## src/rtl/stcb_pkg.sv

```systemverilog
// ----------------------------------------------------------------------------
// Scrolling text console buffer package
// Shared operation codes, character constants, controller states and the
// command and status groups between the controller and the datapath.
// ----------------------------------------------------------------------------
package stcb_pkg;

    localparam int COLUMNS_DEF = 16;
    localparam int LINES_DEF   = 8;

    localparam logic [7:0] CHAR_NEWLINE = 8'd10;
    localparam logic [7:0] CHAR_SPACE   = 8'h20;

    typedef enum logic [1:0] {
        OP_PUT    = 2'd0,
        OP_SETPOS = 2'd1,
        OP_READ   = 2'd2,
        OP_NONE   = 2'd3
    } op_t;

    typedef enum logic [2:0] {
        ST_INIT,
        ST_IDLE,
        ST_EXEC,
        ST_READ,
        ST_CLEAR,
        ST_DONE
    } state_t;

    typedef struct packed {
        logic load;
        logic exec;
        logic capture;
        logic sweep;
        logic init;
    } cmd_t;

    typedef struct packed {
        op_t  op;
        logic scroll_req;
        logic sweep_last;
        logic init_last;
    } status_t;

endpackage

```

## src/rtl/stcb_ctrl.sv

```systemverilog
// ----------------------------------------------------------------------------
// Scrolling text console buffer controller
// Sequences the start-up clear, one transaction's execution, the cell read
// and the line clear of a scroll, and marks the result with a strobe.
// ----------------------------------------------------------------------------
module stcb_ctrl (
    input  logic              clk,
    input  logic              rst_n,
    input  logic              start,
    input  stcb_pkg::status_t status,
    output stcb_pkg::cmd_t    cmd,
    output logic              busy,
    output logic              done
);
    import stcb_pkg::*;

    state_t state_reg;
    state_t state_next;

    always_ff @(posedge clk or negedge rst_n)
    begin
        if (!rst_n)
        begin
            state_reg <= ST_INIT;
        end
        else
        begin
            state_reg <= state_next;
        end
    end

    always_comb
    begin
        state_next = state_reg;
        cmd        = '0;
        busy       = 1'b1;
        done       = 1'b0;
        case (state_reg)
            ST_INIT:
            begin
                cmd.init = 1'b1;
                if (status.init_last)
                begin
                    state_next = ST_IDLE;
                end
            end
            ST_IDLE:
            begin
                busy = 1'b0;
                if (start)
                begin
                    cmd.load   = 1'b1;
                    state_next = ST_EXEC;
                end
            end
            ST_EXEC:
            begin
                cmd.exec = 1'b1;
                if (status.op == OP_SETPOS || status.op == OP_READ)
                begin
                    state_next = ST_READ;
                end
                else if (status.scroll_req)
                begin
                    state_next = ST_CLEAR;
                end
                else
                begin
                    state_next = ST_DONE;
                end
            end
            ST_READ:
            begin
                cmd.capture = 1'b1;
                state_next  = ST_DONE;
            end
            ST_CLEAR:
            begin
                cmd.sweep = 1'b1;
                if (status.sweep_last)
                begin
                    state_next = ST_DONE;
                end
            end
            ST_DONE:
            begin
                done       = 1'b1;
                state_next = ST_IDLE;
            end
            default:
            begin
                state_next = ST_INIT;
            end
        endcase
    end

endmodule

```

## src/rtl/stcb_datapath.sv

```systemverilog
// ----------------------------------------------------------------------------
// Scrolling text console buffer datapath
// Holds the character store, the cursor, the ring offset of the top line,
// the sweep counter for clearing and the result registers.
// ----------------------------------------------------------------------------
module stcb_datapath #(
    parameter int COLUMNS = stcb_pkg::COLUMNS_DEF,
    parameter int LINES   = stcb_pkg::LINES_DEF
) (
    input  logic              clk,
    input  logic              rst_n,
    input  stcb_pkg::cmd_t    cmd,
    output stcb_pkg::status_t status,
    input  logic [1:0]        operation,
    input  logic [7:0]        char_code,
    input  logic [7:0]        col,
    input  logic [7:0]        row,
    output logic [3:0]        cell_col,
    output logic [2:0]        cell_row,
    output logic [7:0]        cell_char,
    output logic              cell_written,
    output logic              scrolled,
    output logic [3:0]        cursor_col,
    output logic [2:0]        cursor_row
);
    import stcb_pkg::*;

    localparam int TOTAL = COLUMNS * LINES;
    localparam int CW    = $clog2(COLUMNS);
    localparam int LW    = $clog2(LINES);
    localparam int AW    = $clog2(TOTAL);

    localparam logic [7:0]    COL_MAX8 = 8'(COLUMNS - 1);
    localparam logic [7:0]    ROW_MAX8 = 8'(LINES - 1);
    localparam logic [CW-1:0] COL_LAST = CW'(COLUMNS - 1);
    localparam logic [LW-1:0] ROW_LAST = LW'(LINES - 1);

    logic [7:0] mem [TOTAL];

    op_t           op_reg;
    logic [7:0]    char_reg;
    logic [CW-1:0] col_reg;
    logic [LW-1:0] row_reg;
    logic [CW-1:0] cur_col_reg;
    logic [LW-1:0] cur_row_reg;
    logic [LW-1:0] top_reg;
    logic [AW-1:0] sweep_cnt_reg;
    logic [CW-1:0] res_col_reg;
    logic [LW-1:0] res_row_reg;
    logic [7:0]    res_char_reg;
    logic          res_written_reg;
    logic          res_scrolled_reg;
    logic [7:0]    rd_data_reg;

    logic [7:0]    col_clamp;
    logic [7:0]    row_clamp;
    logic          is_newline;
    logic          last_row;
    logic          last_col;
    logic [LW-1:0] vis_line;
    logic [CW-1:0] vis_col;
    logic [LW:0]   line_sum;
    logic [LW-1:0] phys_line;
    logic [AW-1:0] cell_addr;
    logic [AW-1:0] clear_addr;
    logic [AW-1:0] mem_addr;
    logic          mem_we;
    logic [7:0]    mem_wdata;
    logic [7:0]    col_ext;
    logic [7:0]    row_ext;
    logic [7:0]    cur_col_ext;
    logic [7:0]    cur_row_ext;

    assign col_clamp  = (col > COL_MAX8) ? COL_MAX8 : col;
    assign row_clamp  = (row > ROW_MAX8) ? ROW_MAX8 : row;
    assign is_newline = (char_reg == CHAR_NEWLINE);
    assign last_row   = (cur_row_reg == ROW_LAST);
    assign last_col   = (cur_col_reg == COL_LAST);

    assign vis_line  = (op_reg == OP_PUT) ? cur_row_reg : row_reg;
    assign vis_col   = (op_reg == OP_PUT) ? cur_col_reg : col_reg;
    assign line_sum  = {1'b0, vis_line} + {1'b0, top_reg};
    assign phys_line = (line_sum >= (LW+1)'(LINES)) ? LW'(line_sum - (LW+1)'(LINES))
                                                    : LW'(line_sum);
    assign cell_addr  = AW'(AW'(phys_line) * AW'(COLUMNS) + AW'(vis_col));
    assign clear_addr = AW'(AW'(top_reg) * AW'(COLUMNS) + sweep_cnt_reg);

    always_comb
    begin
        mem_addr  = cell_addr;
        mem_we    = 1'b0;
        mem_wdata = CHAR_SPACE;
        if (cmd.init)
        begin
            mem_addr = sweep_cnt_reg;
            mem_we   = 1'b1;
        end
        else if (cmd.sweep)
        begin
            mem_addr = clear_addr;
            mem_we   = 1'b1;
        end
        else if (cmd.exec && op_reg == OP_PUT && !is_newline)
        begin
            mem_we    = 1'b1;
            mem_wdata = char_reg;
        end
    end

    always_ff @(posedge clk)
    begin
        if (mem_we)
        begin
            mem[mem_addr] <= mem_wdata;
        end
        rd_data_reg <= mem[mem_addr];
    end

    assign status.op         = op_reg;
    assign status.scroll_req = (op_reg == OP_PUT) && last_row && (is_newline || last_col);
    assign status.sweep_last = (sweep_cnt_reg == AW'(COLUMNS - 1));
    assign status.init_last  = (sweep_cnt_reg == AW'(TOTAL - 1));

    always_ff @(posedge clk or negedge rst_n)
    begin
        if (!rst_n)
        begin
            cur_col_reg   <= '0;
            cur_row_reg   <= '0;
            top_reg       <= '0;
            sweep_cnt_reg <= '0;
            op_reg        <= OP_NONE;
        end
        else
        begin
            if (cmd.init)
            begin
                sweep_cnt_reg <= AW'(sweep_cnt_reg + 1'b1);
            end
            if (cmd.load)
            begin
                op_reg        <= op_t'(operation);
                sweep_cnt_reg <= '0;
            end
            if (cmd.exec)
            begin
                case (op_reg)
                    OP_PUT:
                    begin
                        if (is_newline || last_col)
                        begin
                            cur_col_reg <= '0;
                            if (!last_row)
                            begin
                                cur_row_reg <= LW'(cur_row_reg + 1'b1);
                            end
                        end
                        else
                        begin
                            cur_col_reg <= CW'(cur_col_reg + 1'b1);
                        end
                    end
                    OP_SETPOS:
                    begin
                        cur_col_reg <= col_reg;
                        cur_row_reg <= row_reg;
                    end
                    default:
                    begin
                    end
                endcase
            end
            if (cmd.sweep)
            begin
                sweep_cnt_reg <= AW'(sweep_cnt_reg + 1'b1);
                if (status.sweep_last)
                begin
                    top_reg <= (top_reg == ROW_LAST) ? '0 : LW'(top_reg + 1'b1);
                end
            end
        end
    end

    always_ff @(posedge clk)
    begin
        if (cmd.load)
        begin
            char_reg         <= char_code;
            col_reg          <= col_clamp[CW-1:0];
            row_reg          <= row_clamp[LW-1:0];
            res_scrolled_reg <= 1'b0;
        end
        if (cmd.exec)
        begin
            res_col_reg     <= '0;
            res_row_reg     <= '0;
            res_char_reg    <= '0;
            res_written_reg <= 1'b0;
            case (op_reg)
                OP_PUT:
                begin
                    if (!is_newline)
                    begin
                        res_col_reg     <= cur_col_reg;
                        res_row_reg     <= cur_row_reg;
                        res_char_reg    <= char_reg;
                        res_written_reg <= 1'b1;
                    end
                end
                OP_SETPOS, OP_READ:
                begin
                    res_col_reg <= col_reg;
                    res_row_reg <= row_reg;
                end
                default:
                begin
                end
            endcase
        end
        if (cmd.capture)
        begin
            res_char_reg <= rd_data_reg;
        end
        if (cmd.sweep && status.sweep_last)
        begin
            res_scrolled_reg <= 1'b1;
        end
    end

    assign col_ext     = 8'(res_col_reg);
    assign row_ext     = 8'(res_row_reg);
    assign cur_col_ext = 8'(cur_col_reg);
    assign cur_row_ext = 8'(cur_row_reg);

    assign cell_col     = col_ext[3:0];
    assign cell_row     = row_ext[2:0];
    assign cell_char    = res_char_reg;
    assign cell_written = res_written_reg;
    assign scrolled     = res_scrolled_reg;
    assign cursor_col   = cur_col_ext[3:0];
    assign cursor_row   = cur_row_ext[2:0];

endmodule

```

## src/rtl/scrolling_text_console_buffer_top.sv

```systemverilog
// ----------------------------------------------------------------------------
// Scrolling text console buffer
// Character grid with a cursor, line wrap and ring-offset scrolling, built
// as a controller and a datapath around a single-port character store.
//
//   Channel   Handshake            Payload
//   command   start / busy         operation, char_code, col, row
//   result    done (strobe)        cell_col, cell_row, cell_char, cell_written,
//                                  scrolled, cursor_col, cursor_row
//
// A put or an unused code goes through the execute and done states before
// the next acceptance; set cursor and read also pass the read state, for the
// registered store read. A scroll adds the clear state, one store write per
// cell of the cleared line. After reset, busy stays high while the store is
// cleared to spaces. The result is shown for one cycle and is not held.
// ----------------------------------------------------------------------------
module scrolling_text_console_buffer_top #(
    parameter int COLUMNS = stcb_pkg::COLUMNS_DEF,
    parameter int LINES   = stcb_pkg::LINES_DEF
) (
    input  logic       clk,
    input  logic       rst_n,
    input  logic       start,
    output logic       busy,
    input  logic [1:0] operation,
    input  logic [7:0] char_code,
    input  logic [7:0] col,
    input  logic [7:0] row,
    output logic       done,
    output logic [3:0] cell_col,
    output logic [2:0] cell_row,
    output logic [7:0] cell_char,
    output logic       cell_written,
    output logic       scrolled,
    output logic [3:0] cursor_col,
    output logic [2:0] cursor_row
);
    import stcb_pkg::*;

    cmd_t    cmd;
    status_t status;

    stcb_ctrl u_ctrl (
        .clk    (clk),
        .rst_n  (rst_n),
        .start  (start),
        .status (status),
        .cmd    (cmd),
        .busy   (busy),
        .done   (done)
    );

    stcb_datapath #(
        .COLUMNS (COLUMNS),
        .LINES   (LINES)
    ) u_datapath (
        .clk          (clk),
        .rst_n        (rst_n),
        .cmd          (cmd),
        .status       (status),
        .operation    (operation),
        .char_code    (char_code),
        .col          (col),
        .row          (row),
        .cell_col     (cell_col),
        .cell_row     (cell_row),
        .cell_char    (cell_char),
        .cell_written (cell_written),
        .scrolled     (scrolled),
        .cursor_col   (cursor_col),
        .cursor_row   (cursor_row)
    );

    // An accepted transaction never completes in the following cycle.
    a_accept_busy: assert property (@(posedge clk) disable iff (!rst_n)
        (start && !busy) |=> (busy && !done))
        else $error("accepted transaction did not keep the block busy");

    a_done_single: assert property (@(posedge clk) disable iff (!rst_n)
        done |=> !done)
        else $error("result strobe lasted more than one cycle");

    a_done_busy: assert property (@(posedge clk) disable iff (!rst_n)
        done |-> busy)
        else $error("result strobe while ready for a new transaction");

    // A scroll only happens from the bottom line, where the cursor stays.
    a_scroll_row: assert property (@(posedge clk) disable iff (!rst_n)
        (done && scrolled) |-> (cursor_row == 3'(LINES - 1) && cursor_col == 4'd0))
        else $error("scroll left the cursor off the start of the bottom line");

endmodule

```

## config.mk

```make
export PLATFORM = sky130hd
export DESIGN_NAME = scrolling_text_console_buffer_top
export DESIGN_NICKNAME = d
export VERILOG_FILES = /design/src/rtl/stcb_pkg.sv /design/src/rtl/stcb_ctrl.sv /design/src/rtl/stcb_datapath.sv /design/src/rtl/scrolling_text_console_buffer_top.sv
export SDC_FILE = /design/constraint.sdc
export NUM_CORES = 1
export LEC_CHECK = 0
export ABC_AREA = 1
export BUFFER_PORTS_ARGS = -buffer_cell sky130_fd_sc_hd__buf_2
export CAP_MARGIN = 20
export CORE_AREA = 2 2 304 381
export DETAILED_ROUTE_END_ITERATION = 8
export DIE_AREA = 0 0 306 383
export PLACE_DENSITY_LB_ADDON = 0.08
export SKIP_LAST_GASP = 1
export SYNTH_ARGS = -nofsm -noshare
export SYNTH_HDL_FRONTEND = slang
export SYNTH_SLANG_ARGS = --single-unit
```

## constraint.sdc

```tcl
create_clock -name clk -period 7.1 [get_ports clk]
set_input_delay 1.065 -clock clk [delete_from_list [all_inputs] [get_ports clk]]
set_output_delay 1.065 -clock clk [all_outputs]
set_load 0.1 [all_outputs]
```

==> results of run 1 <==
==> placed cells by master, fill, tap and decap left out, types with 3 or more instances in the layout <==
master,Yosys,routed
a21oi_1,14,14
a31oi_1,5,5
buf_12,0,14
buf_2,126,54
buf_4,30,49
bufinv_16,0,13
clkbuf_1,96,23
clkbuf_16,0,110
clkinv_1,1,21
clkinv_2,0,21
clkinvlp_4,0,3
dfrtp_1,20,20
dfxtp_1,9,9
edfxtp_1,1055,1055
ha_1,10,10
inv_1,49,49
inv_2,9,6
inv_6,0,3
nand2_1,2574,2573
nand2_2,7,5
nand3_1,416,416
nand4_1,4,4
nand4_2,6,6
nor2_1,232,223
nor2_2,6,4
nor2_4,1,12
nor3_1,9,9
nor4_1,3,3
o211ai_1,5,5
o21ai_0,18,18
o31ai_1,6,6
==> logic make-up after synthesis <==
group | share of synthesized area
XOR/XNOR | 0.0003698
flip-flops | 0.6842
AO/OA/AOI/OAI | 0.007818
buffers and inverters | 0.03193
adder cells (fa/ha/maj) | 0.003064
AND/OR/NAND/NOR | 0.2726
==> path summary, 6_finish.rpt <==
check	to	slack, ns	cells past startpoint
min reg2reg	u_datapath.scrolled$_SDFFE_PP1P_	0.52	2
max	u_datapath.rd_data_reg[2]$_DFF_P_	2.33	19
max reg2reg	u_datapath.rd_data_reg[2]$_DFF_P_	2.33	19
min	u_datapath.top_reg[1]$_DFFE_PN0P_	0.33	1
min in group clk	u_datapath.scrolled$_SDFFE_PP1P_	0.52	2
max in group asynchronous	u_datapath.op_reg[0]$_DFFE_PN1P_	6.40	1
==> routing by layer <==
layer,track usage,vias to the layer above
met1,0.3088,15826
met4,0.08128,0
met5,0,-
li1,-,15590
met2,0.3996,837
met3,0.02342,184
==> worst max-delay path, delay by kind of cell, from the launching register on <==
| family | cells | cell delay [ns] |
|---|---|---|
| DFF | 1 | 0.40 |
| buffers and inverters | 4 | 1.39 |
| and+or+nand+nor | 15 | 2.70 |
==> cell type report <==
class / instances / area [sq um] / share of cell area
Timing Repair Buffer: 118 / 945.9 / 0.01801
Clock inverter: 61 / 653.1 / 0.01244
Clock buffer: 134 / 2853 / 0.05433
Tap cell: 1480 / 1852 / 0.03527
Inverter: 59 / 232.7 / 0.004432
Sequential cell: 1086 / 32410 / 0.6173
Multi-Input combinational cell: 3334 / 13560 / 0.2582
==> power by group through the flow <==
stage	Sequential (mW)	Combinational, mW	Clock [mW]
6_report	7.69	13.2	5.77
5_1_grt	7.72	14.7	6.11
4_1_cts	7.68	13.3	5.89
3_5_place_dp	7.82	13.3	0
3_3_place_gp	7.81	13.3	0
2_1_floorplan	8.08	8.57	0
==> out/metrics.yaml, run 1 <==
outcome:
  status: "finished, final reports clean"
finish:
  final_area_sq_um: 52510
  syn2layout_area_growth_pct: 10.84
  fillers: 10755
  antenna_cells: 0
  largest_reg_flops: 1024
  fin_cells: 6272
  fin_util: 0.4610
  drive_gt1_frac: 0.06636
  largest_register: "u_datapath.mem"
  nNetsFinal: 4748
clock_tree:
  cts_hold_repair.buffers: 0
  cts_resized: 0
  post_cts_buffers: 0
  clk_path_buf_depth: 3
  clk_latency_ns: 0.72
  clock-sinks: 1086
  numCtsBuffers: 109
  cts_tree: "done"
  cts.clk_slew.worst_paths_ns: 0.07
  cts_htree_levels: 3
  cts_root_buf: "clkbuf_16"
worst_setup_path:
  startpoint: "u_ctrl.state_reg[0]$_DFFE_PN0P_"
  crit_path_end_kind: "flip-flop"
  worstPathArrival_ns: 5.38
  cp_slowest_cell: "nand2_8"
  crit_type: "flip-flop to flip-flop"
  crit_path_start_kind: "flip-flop"
  crit_path_cell_trace: "inv_2 > nand2_2 > inv_2 > nand2_8 > nand2_8 > clkinv_2 > buf_4 > nand2_1 > nand2_1 > nand2_1 > nand2_1 > nand2_1 > nand2_1 > nand2_1 > nand2_1 > nor2_1 > nor2_1 > nor2_1 > nand2_1"
  critPathMaxStageDelay_ns: 0.64
  r2r-start: "u_ctrl.state_reg[0]$_DFFE_PN0P_"
  cp_max_fo: 120
  path_common_cell: "nand2_1"
  worstPathRequired_ns: 7.70
logic_synthesis:
  yosys_warnings: 0
  yosys-top-cells-count: "nand2_1, edfxtp_1, nand3_1, nor2_1, buf_2"
  ys_dominant_reg_cell: "edfxtp_1"
  synth_top_area_frac: 0.6687
  synth_area_sq_um: 47370
  syn-instance-count: 4749
  yosys.area.top_type: "edfxtp_1"
  synth_edf_count: 1055
  synthArstFlopShare: 0.02026
  yosysSeqAreaShare: 0.6842
  ys_ff_latch: 1086
  synth_most_common_cell: "nand2_1"
  synth_nets: 4789
  postSynthAreaPerCell_sq_um: 9.976
  ys_types: 42
  synthTopCellsByArea: "edfxtp_1, nand2_1, nand3_1"
floorplan:
  io_pins: 55
  die_w_um: 306
  fp.coreArea_sq_um: 113900
  die_h_um: 383
  die_area_sq_um: 117200
  initial_utilization: 0.4159
  rows: 139
drt:
  drt-vias-per-instance: 5.172
  drt-met1-wl_um: 58330
  wl_met3_um: 6568
  drt-wirelength-per-cell_um: 21.76
  wl_met2_um: 67370
  drc: 0
  ant_nets: 0
  wirelength_um: 136500
  drt_pass1_iterations: 5
  num_vias: 32437
  drt_iter0_drc: 2712
  route.top_layer_used: "met4"
job:
  drv_cap: 0
timing:
  period_share: 0.6720
  fin_skew_ns: 0.03381
  timing.final.ws_setup_ns: 2.329
  setup_violations: 0
  drv_slew: 0
  rsz0062_at_grt: "false"
  max_clock_freq_mhz: 209.6
  min_period_ns: 4.771
  tightest_slew_ns: 1.123
  tns_ns: 0
  fin_hold_ws_ns: 0.3302
  finalHoldViolations: 0
  relSlewSlack: 0.2516
global_route:
  antenna_found_initial: 0
  grt_pass1_vias: 31836
  grt_pass1_wl_um: 205100
  grt_usage: 0.2329
  grt_max_degree: 190
  grt-ovfl-total: 0
power_and_ir_drop:
  p_leak_nw: 21.46
  pwr-share-clk: 0.216
  combPwrFrac: 0.495
  intPower_mw: 14.02
  finalPower_mw: 26.66
  sw_frac_of_total: 0.4744
  vdd_drop_max_v: 0.0004279
  power_density_nw_per_um2: 507.8
  p_sw_mw: 12.65
  p_seq_frac: 0.288
placed_design:
  dp_cells: 6075
  port-buffer-count: 54
  place_hpwl_um: 77430
  placed_cell_area_sq_um: 48960
  gp_congestion: 0.8303
  pre_cts_slack_ns: 2.301
min_path:
  hold_class: "input port to async pin"
Power figures use the tool's default switching activity.
==> run 2: changes to the inputs <==
==> constraint.sdc (replaced) <==
create_clock -name clk -period 5 [get_ports clk]
set_input_delay 0.75 -clock clk [delete_from_list [all_inputs] [get_ports clk]]
set_output_delay 0.75 -clock clk [all_outputs]
set_load 0.1 [all_outputs]
==> run 2 against run 1 <==
Compared with the run above: power increased by 44%; non-clock buffer count rose by 112; cell count increased by 1.9%; critical endpoint is now u_datapath.mem[72][6]$_DFFE_PP_; largest cell class unchanged.
==> out/metrics.yaml, run 2 (synthesized netlist as in run 1, its figures left out) <==
outcome:
  status: "finished, final reports clean"
drt:
  drt_pass1_iterations: 6
  drt_iter0_drc: 2731
  drt-wirelength-per-cell_um: 21.65
  wirelength_um: 138400
  drt-vias-per-instance: 5.103
  num_vias: 32617
  ant_nets: 0
  drc: 0
timing:
  min_period_ns: 4.443
  tightest_slew_ns: 1.303
  max_clock_freq_mhz: 225.1
  drv_slew: 0
  fin_hold_ws_ns: 0.2189
  timing.final.ws_setup_ns: 0.5566
  fin_skew_ns: 0.02316
  finalHoldViolations: 0
  rsz0062_at_grt: "false"
  period_share: 0.8887
  setup_violations: 0
  relSlewSlack: 0.1312
clock_tree:
  numCtsBuffers: 110
  cts_tree: "done"
  cts_hold_repair.buffers: 1
  cts_htree_levels: 3
  post_cts_buffers: 0
  clock-sinks: 1086
  clk_latency_ns: 0.73
  cts.clk_slew.worst_paths_ns: 0.06
  clk_path_buf_depth: 3
  cts_root_buf: "clkbuf_16"
  cts_resized: 0
finish:
  layout_commonest_cell: "nand2_1"
  nNetsFinal: 4861
  largest_register: "u_datapath.mem"
  drive_gt1_frac: 0.08978
  largest_reg_flops: 1024
  antenna_cells: 0
  syn2layout_area_growth_pct: 13.28
  final_area_sq_um: 53670
  final_cell_mix: "nand2_1, edfxtp_1, nand3_1"
placed_design:
  place_hpwl_um: 82070
  pre_cts_slack_ns: 0.5641
  port-buffer-count: 54
  gp_congestion: 0.8662
  placed_cell_area_sq_um: 50010
floorplan:
  fp.coreArea_sq_um: 113900
  die_area_sq_um: 117200
  io_pins: 55
  rows: 139
  die_w_um: 306
  initial_utilization: 0.4159
  die_h_um: 383
global_route:
  grt_usage: 0.2352
  grt_max_degree: 210
  grt_pass1_vias: 32218
  antenna_found_initial: 1
  grt-busiest-layer: "met2"
  grt-ovfl-total: 0
  grtUsageMet1: 0.3137
  grt_use_met3: 0.02712
  gr-usage-met2: 0.3961
  grt_pass1_wl_um: 205600
power_and_ir_drop:
  power_density_nw_per_um2: 714.4
  finalPower_mw: 38.34
  vdd_drop_max_v: 0.0006560
  p_leak_nw: 22.13
worst_setup_path:
  worstPathArrival_ns: 4.79
  worstPathRequired_ns: 5.34
  cp_max_fo: 14
  crit_path_end_kind: "flip-flop"
  crit_type: "flip-flop to flip-flop"
  crit_path_start_kind: "flip-flop"
job:
  drv_cap: 0
min_path:
  hold_class: "input port to flip-flop"
run 2: cell count changes in the layout (fill, tap and decap cells not counted), moves of 2 or more:
cell        previous run  this run
buf_4                 49       146
clkinv_2              21        18
buf_12                14        29
bufinv_16             13        15
clkbuf_16            110       112
clkinvlp_4             3        13
clkbuf_1              23        18
run 2: where the power goes:
group,switching (mW),internal [mW]
registers,0.234,10.7
clock network,3.53,4.87
logic,14.3,4.76
total,18.0,20.3
run 2: cell type report:
type,count,area (sq um)
fillers,10797,60250
flip-flops and latches,1086,32410
multi-input cells,3334,13560
clock buffers,130,2870
repair buffers,230,1957
well taps,1480,1852
clock inverters,73,780.7
inverters,59,232.7
run 2: worst max-delay path: stages (launching register included):
cell and delay, ns:
dfstp_2 0.55, inv_1 0.06, ha_1 0.35, inv_2 0.27, nand2_1 0.09, a31oi_1 0.21
fa_1 0.44, nand2_1 0.08, o21ai_0 0.34, inv_1 0.23, nand2_2 0.15, inv_1 0.34
nand2_1 0.35, nor2_1 0.62
run 2: worst paths after layout:
check                           depth (start not counted)                                       to                              from  slack [ns]
worst max-delay path                                   13          u_datapath.mem[72][6]$_DFFE_PP_  u_datapath.op_reg[0]$_DFFE_PN1P_        0.56
worst min-delay path                                    1         u_datapath.char_reg[6]$_DFFE_PP_                      char_code[6]        0.22
worst max register to register                         13          u_datapath.mem[72][6]$_DFFE_PP_  u_datapath.op_reg[0]$_DFFE_PN1P_        0.56
worst min register to register                          2         u_datapath.scrolled$_SDFFE_PP1P_  u_datapath.scrolled$_SDFFE_PP1P_        0.51
max in group asynchronous                               2  u_datapath.sweep_cnt_reg[5]$_DFFE_PN0P_                             rst_n        4.07
min in group asynchronous                               2          u_ctrl.state_reg[2]$_DFFE_PN0P_                             rst_n        0.56
run 2: stage by stage:
stage | util | instances | setup TNS [ns]
after floorplan | - | 4749 | -125.19
after global placement | 0.4390 | 6188 | 0
after detailed placement | 0.4390 | 6188 | 0
after CTS | 0.4711 | 6392 | 0
after global routing | 0.4711 | 6392 | 0
final | 0.4711 | 6392 | 0
run 2: per-layer routing:
metal,up-vias,share of wire
met3,209,0.049
met1,15690,0.44
met5,-,0
met4,0,0.033
met2,897,0.48
li1,15821,-
